$ cat src/hdl/max_heap_priority_queue_top_macros.svh
// ----------------------------------------------------------------------------
// Max-heap priority queue: assertion macros
// Shared concurrent check wrappers; compiled out when SYNTH is defined.
// ----------------------------------------------------------------------------
`ifndef MAX_HEAP_PRIORITY_QUEUE_TOP_MACROS_SVH
`define MAX_HEAP_PRIORITY_QUEUE_TOP_MACROS_SVH

`ifndef SYNTH
// same-cycle implication
`define MHPQ_ASSERT_IMP(lbl, clk, rstn, ante, cons, msg) \
  lbl: assert property (@(posedge clk) disable iff (!rstn) (ante) |-> (cons)) \
    else $error(msg);
// next-cycle implication
`define MHPQ_ASSERT_NXT(lbl, clk, rstn, ante, cons, msg) \
  lbl: assert property (@(posedge clk) disable iff (!rstn) (ante) |=> (cons)) \
    else $error(msg);
`else
`define MHPQ_ASSERT_IMP(lbl, clk, rstn, ante, cons, msg)
`define MHPQ_ASSERT_NXT(lbl, clk, rstn, ante, cons, msg)
`endif

`endif

$ cat src/hdl/mhpq_pkg.sv
// ----------------------------------------------------------------------------
// Max-heap priority queue: package
// Sizes, codes and the types passed between controller and datapath.
// ----------------------------------------------------------------------------
package mhpq_pkg;

  localparam int CAPACITY = 64;
  localparam int IDX_W    = $clog2(CAPACITY);
  localparam int CNT_W    = $clog2(CAPACITY + 1);
  localparam int CHILD_W  = IDX_W + 2;

  localparam logic [1:0] ACT_APPEND  = 2'd0;
  localparam logic [1:0] ACT_BUILD   = 2'd1;
  localparam logic [1:0] ACT_EXTRACT = 2'd2;

  localparam logic [1:0] ST_OK    = 2'd0;
  localparam logic [1:0] ST_FULL  = 2'd1;
  localparam logic [1:0] ST_EMPTY = 2'd2;

  typedef struct packed {
    logic [7:0]  pri;
    logic [6:0]  age;
    logic [15:0] tag;
  } entry_t;

  localparam int ENTRY_W = $bits(entry_t);

  typedef enum logic [3:0] {
    OP_NONE,
    OP_ACCEPT,
    OP_APPEND,
    OP_EX_EMPTY,
    OP_EX_RD_ROOT,
    OP_EX_RD_LAST,
    OP_EX_SETUP,
    OP_BLD_STEP,
    OP_BLD_LOAD,
    OP_SD_RD_LEFT,
    OP_SD_LEFT,
    OP_SD_RIGHT,
    OP_SD_MOVE,
    OP_SD_FINISH,
    OP_EMIT
  } dp_op_e;

  typedef struct packed {
    dp_op_e op;
  } dp_cmd_t;

  typedef struct packed {
    logic cnt_zero;
    logic left_ok;
    logic right_ok;
    logic best_is_node;
    logic bld_zero;
  } dp_stat_t;

endpackage

$ cat src/hdl/mhpq_ram.sv
// ----------------------------------------------------------------------------
// Max-heap priority queue: generic RAM
// One write port, one read port with registered read data.
// ----------------------------------------------------------------------------
module mhpq_ram #(
  parameter int WIDTH = 31,
  parameter int DEPTH = 64
) (
  input  logic                     clk_i,
  input  logic                     we_i,
  input  logic [$clog2(DEPTH)-1:0] waddr_i,
  input  logic [WIDTH-1:0]         wdata_i,
  input  logic                     re_i,
  input  logic [$clog2(DEPTH)-1:0] raddr_i,
  output logic [WIDTH-1:0]         rdata_o
);

  logic [WIDTH-1:0] mem_q [DEPTH];
  logic [WIDTH-1:0] rdata_q;

  always_ff @(posedge clk_i) begin
    if (we_i) begin
      mem_q[waddr_i] <= wdata_i;
    end
    if (re_i) begin
      rdata_q <= mem_q[raddr_i];
    end
  end

  assign rdata_o = rdata_q;

endmodule

$ cat src/hdl/mhpq_dp.sv
// ----------------------------------------------------------------------------
// Max-heap priority queue: datapath
// Heap store, count, sift-down registers and the result register.
// ----------------------------------------------------------------------------
`include "max_heap_priority_queue_top_macros.svh"

module mhpq_dp (
  input  logic                    clk_i,
  input  logic                    rst_ni,
  input  mhpq_pkg::dp_cmd_t       cmd_i,
  output mhpq_pkg::dp_stat_t      stat_o,
  input  logic [7:0]              priority_req_i,
  input  logic [6:0]              age_i,
  input  logic [15:0]             item_tag_i,
  output logic [1:0]              status_o,
  output logic [7:0]              out_priority_o,
  output logic [6:0]              out_age_o,
  output logic [15:0]             out_tag_o,
  output logic [mhpq_pkg::CNT_W-1:0] entry_count_o
);

  import mhpq_pkg::*;

  logic [CNT_W-1:0]   count_q, count_d;
  logic [IDX_W-1:0]   node_q, node_d;
  logic [IDX_W-1:0]   bld_i_q, bld_i_d;
  logic [IDX_W-1:0]   best_idx_q, best_idx_d;
  entry_t             cur_q, cur_d;
  entry_t             best_q, best_d;
  entry_t             in_q, in_d;
  entry_t             got_q, got_d;
  logic [1:0]         res_st_q, res_st_d;
  logic [1:0]         out_st_q, out_st_d;
  entry_t             out_ent_q, out_ent_d;
  logic [CNT_W-1:0]   out_cnt_q, out_cnt_d;

  logic               we, re;
  logic [IDX_W-1:0]   waddr, raddr;
  entry_t             wdata, rdata;
  logic [ENTRY_W-1:0] rdata_raw;

  logic [CHILD_W-1:0] left_idx, right_idx, count_ext;
  logic [CNT_W-1:0]   count_m1;

  assign left_idx  = CHILD_W'({node_q, 1'b1});
  assign right_idx = left_idx + CHILD_W'(1);
  assign count_ext = CHILD_W'(count_q);
  assign count_m1  = count_q - CNT_W'(1);
  assign rdata     = entry_t'(rdata_raw);

  always_comb begin
    stat_o.cnt_zero     = (count_q == '0);
    stat_o.left_ok      = (left_idx < count_ext);
    stat_o.right_ok     = (right_idx < count_ext);
    stat_o.best_is_node = (best_idx_q == node_q);
    stat_o.bld_zero     = (bld_i_q == '0);
  end

  always_comb begin
    count_d    = count_q;
    node_d     = node_q;
    bld_i_d    = bld_i_q;
    best_idx_d = best_idx_q;
    cur_d      = cur_q;
    best_d     = best_q;
    in_d       = in_q;
    got_d      = got_q;
    res_st_d   = res_st_q;
    out_st_d   = out_st_q;
    out_ent_d  = out_ent_q;
    out_cnt_d  = out_cnt_q;
    we         = 1'b0;
    waddr      = '0;
    wdata      = cur_q;
    re         = 1'b0;
    raddr      = '0;

    unique case (cmd_i.op)
      OP_ACCEPT: begin
        in_d     = '{pri: priority_req_i, age: age_i, tag: item_tag_i};
        got_d    = '0;
        res_st_d = ST_OK;
        bld_i_d  = count_q[CNT_W-1:1];
      end
      OP_APPEND: begin
        if (count_q == CNT_W'(CAPACITY)) begin
          res_st_d = ST_FULL;
        end else begin
          we      = 1'b1;
          waddr   = count_q[IDX_W-1:0];
          wdata   = in_q;
          count_d = count_q + CNT_W'(1);
        end
      end
      OP_EX_EMPTY: begin
        res_st_d = ST_EMPTY;
      end
      OP_EX_RD_ROOT: begin
        re    = 1'b1;
        raddr = '0;
      end
      OP_EX_RD_LAST: begin
        got_d = rdata;
        re    = 1'b1;
        raddr = count_m1[IDX_W-1:0];
      end
      OP_EX_SETUP: begin
        cur_d   = rdata;
        node_d  = '0;
        count_d = count_m1;
      end
      OP_BLD_STEP: begin
        bld_i_d = bld_i_q - IDX_W'(1);
        node_d  = bld_i_q - IDX_W'(1);
        re      = 1'b1;
        raddr   = bld_i_q - IDX_W'(1);
      end
      OP_BLD_LOAD: begin
        cur_d = rdata;
      end
      OP_SD_RD_LEFT: begin
        re    = 1'b1;
        raddr = left_idx[IDX_W-1:0];
      end
      OP_SD_LEFT: begin
        // left child wins only on strictly greater priority
        if (rdata.pri > cur_q.pri) begin
          best_d     = rdata;
          best_idx_d = left_idx[IDX_W-1:0];
        end else begin
          best_d     = cur_q;
          best_idx_d = node_q;
        end
        re    = 1'b1;
        raddr = right_idx[IDX_W-1:0];
      end
      OP_SD_RIGHT: begin
        if (rdata.pri > best_q.pri) begin
          best_d     = rdata;
          best_idx_d = right_idx[IDX_W-1:0];
        end
      end
      OP_SD_MOVE: begin
        // child moves up, hole follows it down
        we     = 1'b1;
        waddr  = node_q;
        wdata  = best_q;
        node_d = best_idx_q;
      end
      OP_SD_FINISH: begin
        we    = 1'b1;
        waddr = node_q;
        wdata = cur_q;
      end
      OP_EMIT: begin
        out_st_d  = res_st_q;
        out_ent_d = got_q;
        out_cnt_d = count_q;
      end
      default: begin
      end
    endcase
  end

  always_ff @(posedge clk_i or negedge rst_ni) begin
    if (!rst_ni) begin
      count_q <= '0;
    end else begin
      count_q <= count_d;
    end
  end

  always_ff @(posedge clk_i) begin
    node_q     <= node_d;
    bld_i_q    <= bld_i_d;
    best_idx_q <= best_idx_d;
    cur_q      <= cur_d;
    best_q     <= best_d;
    in_q       <= in_d;
    got_q      <= got_d;
    res_st_q   <= res_st_d;
    out_st_q   <= out_st_d;
    out_ent_q  <= out_ent_d;
    out_cnt_q  <= out_cnt_d;
  end

  mhpq_ram #(
    .WIDTH(ENTRY_W),
    .DEPTH(CAPACITY)
  ) u_store (
    .clk_i  (clk_i),
    .we_i   (we),
    .waddr_i(waddr),
    .wdata_i(wdata),
    .re_i   (re),
    .raddr_i(raddr),
    .rdata_o(rdata_raw)
  );

  assign status_o       = out_st_q;
  assign out_priority_o = out_ent_q.pri;
  assign out_age_o      = out_ent_q.age;
  assign out_tag_o      = out_ent_q.tag;
  assign entry_count_o  = out_cnt_q;

  `MHPQ_ASSERT_IMP(a_count_bound, clk_i, rst_ni, 1'b1, count_q <= CNT_W'(CAPACITY), "count above capacity")
  `MHPQ_ASSERT_IMP(a_move_child, clk_i, rst_ni, cmd_i.op == OP_SD_MOVE, best_idx_q > node_q, "sift move not toward a child")

endmodule

$ cat src/hdl/mhpq_ctrl.sv
// ----------------------------------------------------------------------------
// Max-heap priority queue: controller
// Sequences append, build and extract; owns the handshakes.
// ----------------------------------------------------------------------------
`include "max_heap_priority_queue_top_macros.svh"

module mhpq_ctrl (
  input  logic               clk_i,
  input  logic               rst_ni,
  input  logic               in_valid_i,
  output logic               in_ready_o,
  input  logic [1:0]         action_i,
  output logic               out_valid_o,
  input  logic               out_ready_i,
  output mhpq_pkg::dp_cmd_t  cmd_o,
  input  mhpq_pkg::dp_stat_t stat_i
);

  import mhpq_pkg::*;

  localparam logic [3:0] S_IDLE        = 4'd0;
  localparam logic [3:0] S_APPEND      = 4'd1;
  localparam logic [3:0] S_EX_RD_ROOT  = 4'd2;
  localparam logic [3:0] S_EX_RD_LAST  = 4'd3;
  localparam logic [3:0] S_EX_SETUP    = 4'd4;
  localparam logic [3:0] S_BLD_NEXT    = 4'd5;
  localparam logic [3:0] S_BLD_LOAD    = 4'd6;
  localparam logic [3:0] S_SD_START    = 4'd7;
  localparam logic [3:0] S_SD_LEFT     = 4'd8;
  localparam logic [3:0] S_SD_RIGHT    = 4'd9;
  localparam logic [3:0] S_SD_DECIDE   = 4'd10;
  localparam logic [3:0] S_DONE        = 4'd11;

  logic [3:0] state_q, state_d;
  logic       build_q, build_d;
  logic       out_valid_q, out_valid_d;
  logic       sd_ret_done;
  logic [3:0] sd_ret;

  assign in_ready_o  = (state_q == S_IDLE);
  assign out_valid_o = out_valid_q;
  assign sd_ret      = build_q ? S_BLD_NEXT : S_DONE;

  always_comb begin
    state_d     = state_q;
    build_d     = build_q;
    out_valid_d = out_valid_q;
    cmd_o.op    = OP_NONE;
    sd_ret_done = 1'b0;

    if (out_valid_q && out_ready_i) begin
      out_valid_d = 1'b0;
    end

    unique case (state_q)
      S_IDLE: begin
        if (in_valid_i) begin
          cmd_o.op = OP_ACCEPT;
          build_d  = (action_i == ACT_BUILD);
          unique case (action_i)
            ACT_APPEND:  state_d = S_APPEND;
            ACT_BUILD:   state_d = S_BLD_NEXT;
            ACT_EXTRACT: state_d = S_EX_RD_ROOT;
            default:     state_d = S_DONE;
          endcase
        end
      end
      S_APPEND: begin
        cmd_o.op = OP_APPEND;
        state_d  = S_DONE;
      end
      S_EX_RD_ROOT: begin
        if (stat_i.cnt_zero) begin
          cmd_o.op = OP_EX_EMPTY;
          state_d  = S_DONE;
        end else begin
          cmd_o.op = OP_EX_RD_ROOT;
          state_d  = S_EX_RD_LAST;
        end
      end
      S_EX_RD_LAST: begin
        cmd_o.op = OP_EX_RD_LAST;
        state_d  = S_EX_SETUP;
      end
      S_EX_SETUP: begin
        cmd_o.op = OP_EX_SETUP;
        state_d  = S_SD_START;
      end
      S_BLD_NEXT: begin
        if (stat_i.bld_zero) begin
          state_d = S_DONE;
        end else begin
          cmd_o.op = OP_BLD_STEP;
          state_d  = S_BLD_LOAD;
        end
      end
      S_BLD_LOAD: begin
        cmd_o.op = OP_BLD_LOAD;
        state_d  = S_SD_START;
      end
      S_SD_START: begin
        if (stat_i.left_ok) begin
          cmd_o.op = OP_SD_RD_LEFT;
          state_d  = S_SD_LEFT;
        end else begin
          cmd_o.op    = OP_SD_FINISH;
          sd_ret_done = 1'b1;
          state_d     = sd_ret;
        end
      end
      S_SD_LEFT: begin
        cmd_o.op = OP_SD_LEFT;
        state_d  = stat_i.right_ok ? S_SD_RIGHT : S_SD_DECIDE;
      end
      S_SD_RIGHT: begin
        cmd_o.op = OP_SD_RIGHT;
        state_d  = S_SD_DECIDE;
      end
      S_SD_DECIDE: begin
        if (stat_i.best_is_node) begin
          cmd_o.op    = OP_SD_FINISH;
          sd_ret_done = 1'b1;
          state_d     = sd_ret;
        end else begin
          cmd_o.op = OP_SD_MOVE;
          state_d  = S_SD_START;
        end
      end
      S_DONE: begin
        if (!out_valid_q || out_ready_i) begin
          cmd_o.op    = OP_EMIT;
          out_valid_d = 1'b1;
          state_d     = S_IDLE;
        end
      end
      default: begin
        state_d = S_IDLE;
      end
    endcase
  end

  always_ff @(posedge clk_i or negedge rst_ni) begin
    if (!rst_ni) begin
      state_q     <= S_IDLE;
      build_q     <= 1'b0;
      out_valid_q <= 1'b0;
    end else begin
      state_q     <= state_d;
      build_q     <= build_d;
      out_valid_q <= out_valid_d;
    end
  end

  `MHPQ_ASSERT_NXT(a_busy_after_accept, clk_i, rst_ni, in_valid_i && in_ready_o, !in_ready_o, "ready right after a request")
  `MHPQ_ASSERT_NXT(a_done_waits, clk_i, rst_ni, state_q == S_DONE && out_valid_q && !out_ready_i, state_q == S_DONE && out_valid_q, "result overwritten while stalled")
  `MHPQ_ASSERT_IMP(a_sift_return, clk_i, rst_ni, sd_ret_done && !build_q, state_d == S_DONE, "sift finish lost its return")

endmodule

$ cat src/hdl/max_heap_priority_queue_top.sv
// Throughput: one request at a time; the heap store serves one access per cycle, so the
//   count of levels sifted sets the rate. A stalled result adds its stall before the next
//   result can be loaded.
// Reset: asynchronous active low; clears the count and handshake state. Store contents stay
//   undefined and need no clearing pass, since only entries below the count are ever used.
// ----------------------------------------------------------------------------
// Max-heap priority queue: top level
// Binary max-heap of {priority, age, tag} entries with append, bottom-up build
// and extract-max. A controller FSM sequences a datapath built around one RAM.
// ----------------------------------------------------------------------------
module max_heap_priority_queue_top (
  input  logic        clk_i,
  input  logic        rst_ni,
  // request channel
  input  logic        in_valid_i,
  output logic        in_ready_o,
  input  logic [1:0]  action_i,
  input  logic [7:0]  priority_req_i,
  input  logic [6:0]  age_i,
  input  logic [15:0] item_tag_i,
  // result channel
  output logic        out_valid_o,
  input  logic        out_ready_i,
  output logic [1:0]  status_o,
  output logic [7:0]  out_priority_o,
  output logic [6:0]  out_age_o,
  output logic [15:0] out_tag_o,
  output logic [mhpq_pkg::CNT_W-1:0] entry_count_o
);

  import mhpq_pkg::*;

  // Command/status link between sequencer and datapath.
  dp_cmd_t  cmd;
  dp_stat_t stat;

  // Controller: takes one request at a time (ready only in idle), walks
  // append / extract / build, runs the shared sift-down loop one level per
  // pass (read left, read right, compare, move), and hands the result to
  // the output register. A held result does not block the next request.
  mhpq_ctrl u_ctrl (
    .clk_i      (clk_i),
    .rst_ni     (rst_ni),
    .in_valid_i (in_valid_i),
    .in_ready_o (in_ready_o),
    .action_i   (action_i),
    .out_valid_o(out_valid_o),
    .out_ready_i(out_ready_i),
    .cmd_o      (cmd),
    .stat_i     (stat)
  );

  // Datapath: heap store RAM, entry count, hole-based sift registers
  // (the sifted entry is written once at its final slot) and the result
  // register that drives the output fields.
  mhpq_dp u_dp (
    .clk_i         (clk_i),
    .rst_ni        (rst_ni),
    .cmd_i         (cmd),
    .stat_o        (stat),
    .priority_req_i(priority_req_i),
    .age_i         (age_i),
    .item_tag_i    (item_tag_i),
    .status_o      (status_o),
    .out_priority_o(out_priority_o),
    .out_age_o     (out_age_o),
    .out_tag_o     (out_tag_o),
    .entry_count_o (entry_count_o)
  );

endmodule

$ cat config.mk
export PLATFORM = sky130hd
export DESIGN_NAME = max_heap_priority_queue_top
export DESIGN_NICKNAME = d
export VERILOG_FILES = /design/src/hdl/mhpq_pkg.sv /design/src/hdl/mhpq_ram.sv /design/src/hdl/mhpq_dp.sv /design/src/hdl/mhpq_ctrl.sv /design/src/hdl/max_heap_priority_queue_top.sv
export VERILOG_INCLUDE_DIRS = /design/src /design/src/hdl
export SDC_FILE = /design/constraint.sdc
export NUM_CORES = 2
export LEC_CHECK = 0
export BUFFER_PORTS_ARGS = -buffer_cell sky130_fd_sc_hd__buf_2
export CAP_MARGIN = 0
export CORE_AREA = 3 3 326 456
export CTS_CLUSTER_DIAMETER = 120
export DETAILED_ROUTE_END_ITERATION = 10
export DIE_AREA = 0 0 329 459
export GPL_ROUTABILITY_DRIVEN = 0
export PLACE_DENSITY = 0.8
export SETUP_SLACK_MARGIN = 0.15
export SLEW_MARGIN = 20
export SYNTH_ARGS = -nofsm -noshare
export SYNTH_HDL_FRONTEND = slang
export SYNTH_SLANG_ARGS = --single-unit
$ cat constraint.sdc
create_clock -name clk_i -period 10.2 [get_ports clk_i]
set_input_delay 0 -clock clk_i [delete_from_list [all_inputs] [get_ports clk_i]]
set_output_delay 0 -clock clk_i [all_outputs]
set_load 0.005 [all_outputs]
==> run_results.csv <==
group,metric,value,unit
drt,dr.pass1.iters,9,
cells_and_area,final_nets,6164,
cells_and_area,syn2layout_area_growth,10.8,%
placement,pre_cts_ws,4.10,ns
power_and_ir_drop,ir_worst_vdd,0.293,mV
clock_tree,clockBufferDepth,3,
placement,port_buffers,78,
yosys,ys_seq_area_share,76.5,%
yosys,synth-warning-count,0,
drt,routed_via_density,6.75,
power_and_ir_drop,leakage,31.4,nW
cells_and_area,finalNonFillerCells,8168,
power_and_ir_drop,swShare,36.7,%
worst_setup_path,start_kind,"flip-flop",
floorplanning,die_y,459,um
timing,worst_pin_slew,1.20,ns
min_path,hold_class,"in2reg",
worst_setup_path,cp-startpoint,"u_ctrl.state_q[1]",
yosys,netlist_top_cells_count,"2199 x edfxtp_1, 1360 x nand2_1, 589 x nand3_1, 235 x a31oi_1, 221 x nor2_1",
timing,tns,0,ns
clock_tree,cts_buffers,182,
clock_tree,clkTransAtPathRegs,0.07,ns
global_route,grt_util_met3,6.23,%
yosys,synthArstFlopShare,0.588,%
run,maxCapViolCount,0,
global_route,antenna_found_initial,7,
run_status,status,"complete, no violations",
timing,fin_worst_skew,0.0258,ns
power_and_ir_drop,pwr-share-seq,43.7,%
floorplanning,rows,165,
clock_tree,htree_levels,4,
worst_setup_path,critPathRequiredTime,10.74,ns
worst_setup_path,crit_type,"reg2reg",
timing,rsz0062_at_grt,"false",
yosys,syn_nets,6085,
timing,setup_viol_count_final,0,
drt,wire_per_inst,27.9,um
yosys,yosys.cell_count.top_type,"edfxtp_1",
floorplanning,dieWidth,329,um
yosys,synth.avg_cell_area,14.4,um^2
yosys,synth_area,86700,um^2
worst_setup_path,path_cells,"nand4bb_1 > a21o_1 > nand2_4 > nor3_1 > o21a_4 > buf_4 > buf_12 > a22oi_1 > a32o_1 > a311oi_1 > nand4_1",
drt,drc_errors,0,
worst_setup_path,path_max_fanout,176,
global_route,grt_usage,29.8,%
yosys,synth_ff_type,"edfxtp_1",
placement,dp.final_hpwl,124000,um
drt,route.antenna.remaining_nets,0,
worst_setup_path,end_kind,"flip-flop",
floorplanning,start_util,59.9,%
yosys,syn-instance-count,6015,
worst_setup_path,critPathSlowestCell,"dfrtp_1",
min_path,hold_depth,4,
timing,fin_crit_sh,61.3,%
timing,worst_slack,3.95,ns
cells_and_area,drive_above_1_share,10.3,%
power_and_ir_drop,net-switching-power,10.6,mW
global_route,grt_overflow,0,
clock_tree,post_cts_buffers,0,
timing,fmax,160,MHz
yosys,synth_seq_cells,2212,
yosys,synth_top_area_share,76.1,%
yosys,yosysTopAreaCell,"edfxtp_1",
power_and_ir_drop,intPower,18.2,mW
global_route,grt_pass1_vias,54151,
worst_setup_path,ff2ff_path_depth,11,
global_route,top_usage_layer,"met2",
worst_setup_path,crit_arrival,6.79,ns
power_and_ir_drop,finalPower,28.8,mW
clock_tree,cts_tree,"built",
floorplanning,core,145000,um^2
worst_setup_path,slowest_delay,0.85,ns
min_path,min_from,"out_ready_i",
floorplanning,ios,79,
placement,place_inst,7760,
drt,wirelength,228000,um
timing,final_hold_viol_count,0,
yosys,synth_cell_types,86,
cells_and_area,utilization,66.4,%
yosys,synthTopCellsByArea,"edfxtp_1 76%, nand2_1 5.9%, nand3_1 3.4%",
power_and_ir_drop,comb_power_share,32.8,%
clock_tree,root_buffer,"clkbuf_16",
clock_tree,insertion_delay,0.82,ns
drt,drt_iter0_markers,8009,
clock_tree,cts_sinks,2212,
floorplanning,dieArea,151000,um^2
power_and_ir_drop,cellPowerDensity,299,nW/um^2
global_route,use_met2,49.8,%
timing,period_minus_slack,6.25,ns
global_route,grt_pass1_wl,335000,um
drt,vias,55169,
global_route,grt.met1_usage,36.6,%
timing,maxSlewHeadroom,20.1,%
global_route,grt_max_degree,192,
worst_setup_path,rr_startpoint,"u_ctrl.state_q[1]",
power_and_ir_drop,clkPwrFrac,23.4,%
yosys,synth_edf_count,2199,
timing,drv_slew,0,
==> area by class of cell <==
class	count	area [um^2]
Sequential cell	2212	66400
Fill cell	8904	48600
Multi-Input combinational cell	3369	19200
Clock buffer	238	4900
Tap cell	1920	2400
Timing Repair Buffer	295	2330
Clock inverter	95	752
Inverter	34	128
Antenna cell	5	12.5
==> worst paths after layout <==
kind	to	slack, ns
min	u_ctrl.out_valid_o	0.11
min in group asynchronous	u_dp.count_q[3]	0.29
max reg2reg	u_dp.u_store.rdata_o[19]	3.95
min reg2reg	u_dp.out_age_o[3]	0.41
max	u_dp.u_store.rdata_o[19]	3.95
max in group asynchronous	u_dp.count_q[2]	9.47
==> placed cells by master, fill, tap and decap left out, drive strengths merged, types with 79 or more instances in the layout <==
master	instances
mux2i	79
edfxtp	2199
nor2	223
o221ai	216
buf	226
a21oi	85
a31oi	235
clkbuf	238
nand3	589
nand2	1362
==> stage by stage <==
step | hold slack, ns | cell area, um^2
after global placement | -0.0838 | 89700
after CTS | 0.0578 | 96100
after global routing | 0.130 | 96100
final | 0.110 | 96100
after detailed placement | -0.0807 | 89700
after floorplan | -0.296 | 86700
==> worst max-delay path: cells and delay by family (launching register included) <==
kind | cells | cell delay (ns)
buf+inv | 2 | 1.28
compound gates | 5 | 2.10
simple gates | 4 | 1.49
flops | 1 | 0.85
==> cell families after synthesis <==
logic type	share of synthesized area, %
mux	1.49
fa+ha+maj	0.476
simple gates	12.1
flops	76.5
buf+inv	2.43
xor+xnor	0.222
compound gates	6.75
==> power by group through the flow <==
stage               Clock, mW  Sequential (mW)  Combinational, mW
floorplan                   0             12.6               5.85
global placement            0             12.7               8.78
detailed placement          0             12.7               9.08
CTS                      6.76             12.6               9.19
global route             7.11             12.6               10.0
finish                   6.74             12.6               9.45
==> sequential cells by signal (all words and copies together), names as in the netlist <==
register              count
u_dp.u_store.rdata_o     31
u_dp.out_priority_o       8
u_dp.best_idx_q           6
u_dp.entry_count_o        7
u_dp.in_q                31
u_dp.out_age_o            7
u_dp.best_q              31
u_dp.bld_i_q              6
u_dp.got_q               31
u_ctrl.build_q            1
u_dp.node_q               6
u_dp.cur_q               31
u_ctrl.out_valid_o        1
u_dp.out_tag_o           16
u_dp.status_o             2
u_dp.count_q              7
u_dp.res_st_q             2
u_ctrl.state_q            4
u_dp.u_store.mem_q     1984
==> layer usage <==
| layer | vias up | share of wire, % | wire length (um) |
|---|---|---|---|
| met2 | 4508 | 50 | 113000 |
| met1 | 26676 | 32 | 74000 |
| li1 | 23058 | - | - |
| met4 | 0 | 5.8 | 13300 |
| met5 | - | 0 | 0 |
| met3 | 927 | 12 | 27900 |
==> repair_timing <==
item | in CTS | in global routing
hold buffers | 69 | 0
hold endpoints to repair | 56 | 0
gates resized for setup | 0 | 0
No activity file was read; power rests on OpenSTA's default activity.
